$ cat src/rtl/core/bm3_pkg.sv
// ----------------------------------------------------------------------------
// bm3_pkg
// Shared types and constants of the 3x3x3 box mean block.
// ----------------------------------------------------------------------------
package bm3_pkg;

  // configuration register indexes
  localparam logic [1:0] CFG_SIZE_X = 2'd0;
  localparam logic [1:0] CFG_SIZE_Y = 2'd1;
  localparam logic [1:0] CFG_SIZE_Z = 2'd2;

  // output queue geometry
  localparam int OQ_AW    = 3;
  localparam int OQ_DEPTH = 1 << OQ_AW;
  localparam int OQ_CW    = OQ_AW + 1;

  typedef struct packed {
    logic [15:0] mean_word;
    logic        last_voxel;
  } result_t;

  typedef struct packed {
    logic    vld;
    result_t res;
  } oq_push_t;

endpackage

$ cat src/rtl/core/bm3_outq.sv
// ----------------------------------------------------------------------------
// bm3_outq
// Result queue between the mean pipeline and the output channel.
// ----------------------------------------------------------------------------
module bm3_outq
  import bm3_pkg::*;
(
  input  logic     clk,
  input  logic     rst_n,
  input  oq_push_t push,
  input  logic     pop,
  output logic     vld,
  output result_t  head
);

  result_t            q_r [OQ_DEPTH];
  logic [OQ_AW-1:0]   wp_r;
  logic [OQ_AW-1:0]   rp_r;
  logic [OQ_CW-1:0]   cnt_r;

  assign vld  = (cnt_r != '0);
  assign head = q_r[rp_r];

  always_ff @(posedge clk) begin
    if (push.vld) begin
      q_r[wp_r] <= push.res;
    end
  end

  always_ff @(posedge clk) begin
    if (!rst_n) begin
      wp_r  <= '0;
      rp_r  <= '0;
      cnt_r <= '0;
    end else begin
      if (push.vld) begin
        wp_r <= wp_r + OQ_AW'(1);
      end
      if (pop) begin
        rp_r <= rp_r + OQ_AW'(1);
      end
      cnt_r <= cnt_r + OQ_CW'(push.vld) - OQ_CW'(pop);
    end
  end

endmodule

$ cat config.mk
export PLATFORM = sky130hd
export DESIGN_NAME = bm3_outq
export DESIGN_NICKNAME = d
export VERILOG_FILES = /design/src/rtl/core/bm3_pkg.sv /design/src/rtl/core/bm3_outq.sv
export SDC_FILE = /design/constraint.sdc
export NUM_CORES = 1
export LEC_CHECK = 0
export ABC_AREA = 1
export BUFFER_PORTS_ARGS = -buffer_cell sky130_fd_sc_hd__buf_2
export CORE_UTILIZATION = 60
export DETAILED_ROUTE_END_ITERATION = 6
export PLACE_DENSITY = 0.79
export SETUP_SLACK_MARGIN = 0.5
export SYNTH_ARGS = -nofsm -noshare
export SYNTH_HDL_FRONTEND = slang
export SYNTH_SLANG_ARGS = --single-unit
$ cat constraint.sdc
create_clock -name clk -period 5 [get_ports clk]
set_input_delay 1 -clock clk [delete_from_list [all_inputs] [get_ports clk]]
set_output_delay 1 -clock clk [all_outputs]
set_load 0.05 [all_outputs]
Yosys cells after proc, flatten, opt, wreduce, memory -nomap -nowiden
Memory sizes are Yosys's and may differ from the RTL's. A register that Yosys moved wholly into a read port is not among the register bits.
Cells that the tools add are included.
{"block": "op_classes", "n_addsub": 4, "reduce_logical": 1, "mux": 4}
{"operator": "$add 3x1->3 const B", "count": 2}
{"operator": "$mux 3", "count": 2}
{"operator": "$add 4x1->4", "count": 1}
{"operator": "$reduce_bool 4->1", "count": 1}
{"operator": "$sub 4x1->4", "count": 1}
{"operator": "$mux 1", "count": 2}
{"block": "totals", "elab_cells": 13, "regBits": 10, "n_memories": 1, "inputBits": 21, "output_inout_bits": 18, "ram_bits": 136}
{"name": "q_r", "depth": 8, "word_bits": 17, "read_ports": 1, "rd_ports_with_merged_regs": 1, "wr": 1, "line_no": "bm3_outq.sv:16", "rtl": "result_t q_r [OQ_DEPTH];"}

Depth between registers and ports, before layout
{"block": "logic_depth", "depth_word": 3, "depth_mapped": 9, "depth_no_buf": 9}

Worst setup path after synthesis
No wires, ideal clock.
{"block": "synth_timing", "path_kind": "in2reg", "from": "input port push[17] (netlist name)", "to": "memory q_r[0][0] (netlist name), enable pin", "setup_ns": 0.390, "path_buffers": 0, "stages": 3, "slack_ns": 2.505, "t_arrival_ns": 2.105, "required_ns": 4.610, "path_cell_list": "inv_1 > or2_2 > nor2_1"}
{"block": "synth_between", "elab_chain_cells": 2}
{"element": "start, declared", "line_no": "bm3_outq.sv:10", "rtl": "input oq_push_t push,"}
{"element": "$mux 1", "line_no": "bm3_outq.sv:25", "rtl": "if (push.vld) begin"}
{"element": "$mux 1 (implied by the code)", "line_no": "bm3_outq.sv:26", "rtl": "q_r[wp_r] <= push.res;"}
{"element": "end, declared", "line_no": "bm3_outq.sv:16"}
Every way passes these cells.

==> run summary <==
status: complete, no violations
min-delay worst type: reg2reg
row count: 37
Die ar.: 11300 um^2
first-pass detailed-route iteration total: 4
Reg area: 4350 um^2
Post-Synthesis Cells: 668
Clk pin slew, worst setup/hold paths: 0.06 ns
final wirelength: 12900 um
VDD IR max: 0.354 mV
final-report hold violation count: 0
maximum number of pins on one net before global-route repair: 69
mux cell area share after synthesis: 0%
count leader, synth: nand2_1
CTS resizes: 0
Post-Syn Area per Cell: 9.79 um^2
Multi-input gate area: 1490 um^2
Die Wd: 106 um
clk sinks: 149
Adder-Cell Fraction of Synth Area: 1.64%
Port Buffers: 38
GRT Overall Usage: 25.2%
reg2reg setup slack: 3.06 ns
worst-case clock buffer depth: 2
H-tree Lvls: 4
unrepaired setup endpoints after global routing: false
GP Congestion: 0.723
Synth Area in Compound Gates: 0.842%
Final Max Slew Viols: 0
post-DP HPWL: 7100 um
Maximum Capacitance Violations: 0
fill cell count: 755
ys async rst share: 0%
routed length per instance: 15.1 um
clk_lat worst skew: 0.52 ns
Layout Nets: 732
Post-CTS Repair Setup Buffers: 0
core area: 10500 um^2
Synth Register Bits: 149
Crit Path Max Fanout: 68
Via density: 5.13
DRT antenna net count: 0
Synth Area in Simple Gates: 19.8%
hold path depth: 2
slew of the pin with the lowest slew margin: 1.23 ns
Die Height: 106 um
Max Clock Freq: 0.296 GHz
Tmin final: 3.38 ns
area delta synth->final: 12.7%
TNS Setup: 0 ns
grt total ovfl: 0
WP data required: 4.00 ns
1st-iter DRT viols: 356
CP startpoint kind: flop
area of the mapped netlist: 6540 um^2
number of global-route vias before repair: 4404
fraction of layout cells with a size suffix above 1: 11.6%
capturing element type of the critical path: primary output
Leakage: 3.42 nW
Hold WS: 0.513 ns
Worst R2R Path Depth: 2
most frequent cells after synthesis: 233 x nand2_1, 151 x inv_1, 136 x edfxtp_1, 71 x nand3_1
CTS hold repair buffers: 0
final setup fails: 0
vias: 4373
R2R Path End: q_r[4][4]
Slew headroom: 18.1%
post-synth top area share: 62.4%
Starting Density: 62.5%
Synth cell types: 19
sequential-to-total area share from yosys stat: 66.4%
initial antenna violation count: 0
syn nets: 697
# diodes: 0
DRC viols: 0
area leader, netlist: edfxtp_1
Post-Synth XOR/XNOR Area: 0.134%
number of flops mapped to enable cells by yosys: 136
Tcrit/Tclk final: 67.6%
CTS tree: yes
main combinational cell family by area after synthesis: simple AND/OR/NAND/NOR gates
Setup crit end: head[6]
clk_skew: 0.00664 ns
# IOs: 39
Primary FF master, synth: edfxtp_1
CP arrival: 2.38 ns
Root Driver: clkbuf_8
Synth Warn #: 0
PD cells: 417 nW/um^2
Final Core Density: 70.4%
global-route wire length before repair: 21100 um
RR Startpoint: wp_r[0]
critical path class: reg2out
CTS Buf Count: 17
top cells by area, synth: edfxtp_1 62%, nand2_1 13%, inv_1 8.7%, nand3_1 5.4%, dfxtp_1 4.0%
==> how the worst min path moves through the flow <==
stage | to | from
after floorplan | wp_r[0] | wp_r[0]
after global placement | wp_r[0] | wp_r[0]
after detailed placement | wp_r[0] | wp_r[0]
after CTS | wp_r[0] | wp_r[0]
after global routing | wp_r[0] | wp_r[0]
final | wp_r[0] | wp_r[0]
==> cells by family after synthesis <==
group / Yosys count
buffers and inverters: 179
adders and majority gates: 8
DFF: 149
xor gates and xnor gates: 1
AOI/OAI and AO/OA: 11
and+or+nand+nor: 320
==> state kept, by name, indices dropped and copies added, names as in the netlist, named ones only <==
register  flops
q_r         136
rp_r          3
wp_r          3
cnt_r         4
==> layout by cell type, fill, tap and decap left out, types with 4 or more instances in the layout <==
master	count
nand2_1	233
inv_1	151
edfxtp_1	136
nand3_1	71
buf_2	38
clkbuf_16	16
dfxtp_1	12
nor2_2	8
a21oi_1	7
ha_1	7
nor2_1	6
o21ai_0	4
clkinvlp_4	4
==> worst max-delay path, stage by stage (launching register included) <==
cell,delay (ns)
dfxtp_2,0.32
inv_2,0.80
nand2_1,0.18
nand3_1,0.14
nand2_1,0.07
nand2_1,0.05
nand2_1,0.07
buf_2,0.22
==> area by class of cell <==
cell class	count	area share, %
inverter	154	7.84
sequential	149	59.0
tap	136	2.31
clock buffer	19	5.72
clock inverter	13	2.12
timing repair buffer	41	2.89
multi-input combinational	340	20.2
==> routing by layer <==
layer	share of wire, %	track usage [%]
met5	0	0
met4	2.3	11.1
met3	5.4	5.33
met2	51	42.8
met1	42	31.3
==> power by group <==
group          internal (mW)  leakage, nW  switching, mW  total, mW
registers               1.40         1.34         0.0131       1.41
logic                  0.110         1.80          0.304      0.415
clock network          0.758        0.272          0.487       1.25
==> metrics by stage <==
stage | cell area [um^2] | setup slack, ns | cells | power [mW]
5_1_grt | 7370 | 1.42 | 852 | 3.18
3_5_place_dp | 6790 | 2.19 | 820 | 1.85
4_1_cts | 7370 | 1.58 | 852 | 3.08
6_report | 7370 | 1.62 | 852 | 3.07
3_3_place_gp | 6790 | 2.21 | 820 | 1.84
2_1_floorplan | 6540 | 2.51 | 668 | 1.76
(Power assumes the default switching activity.)
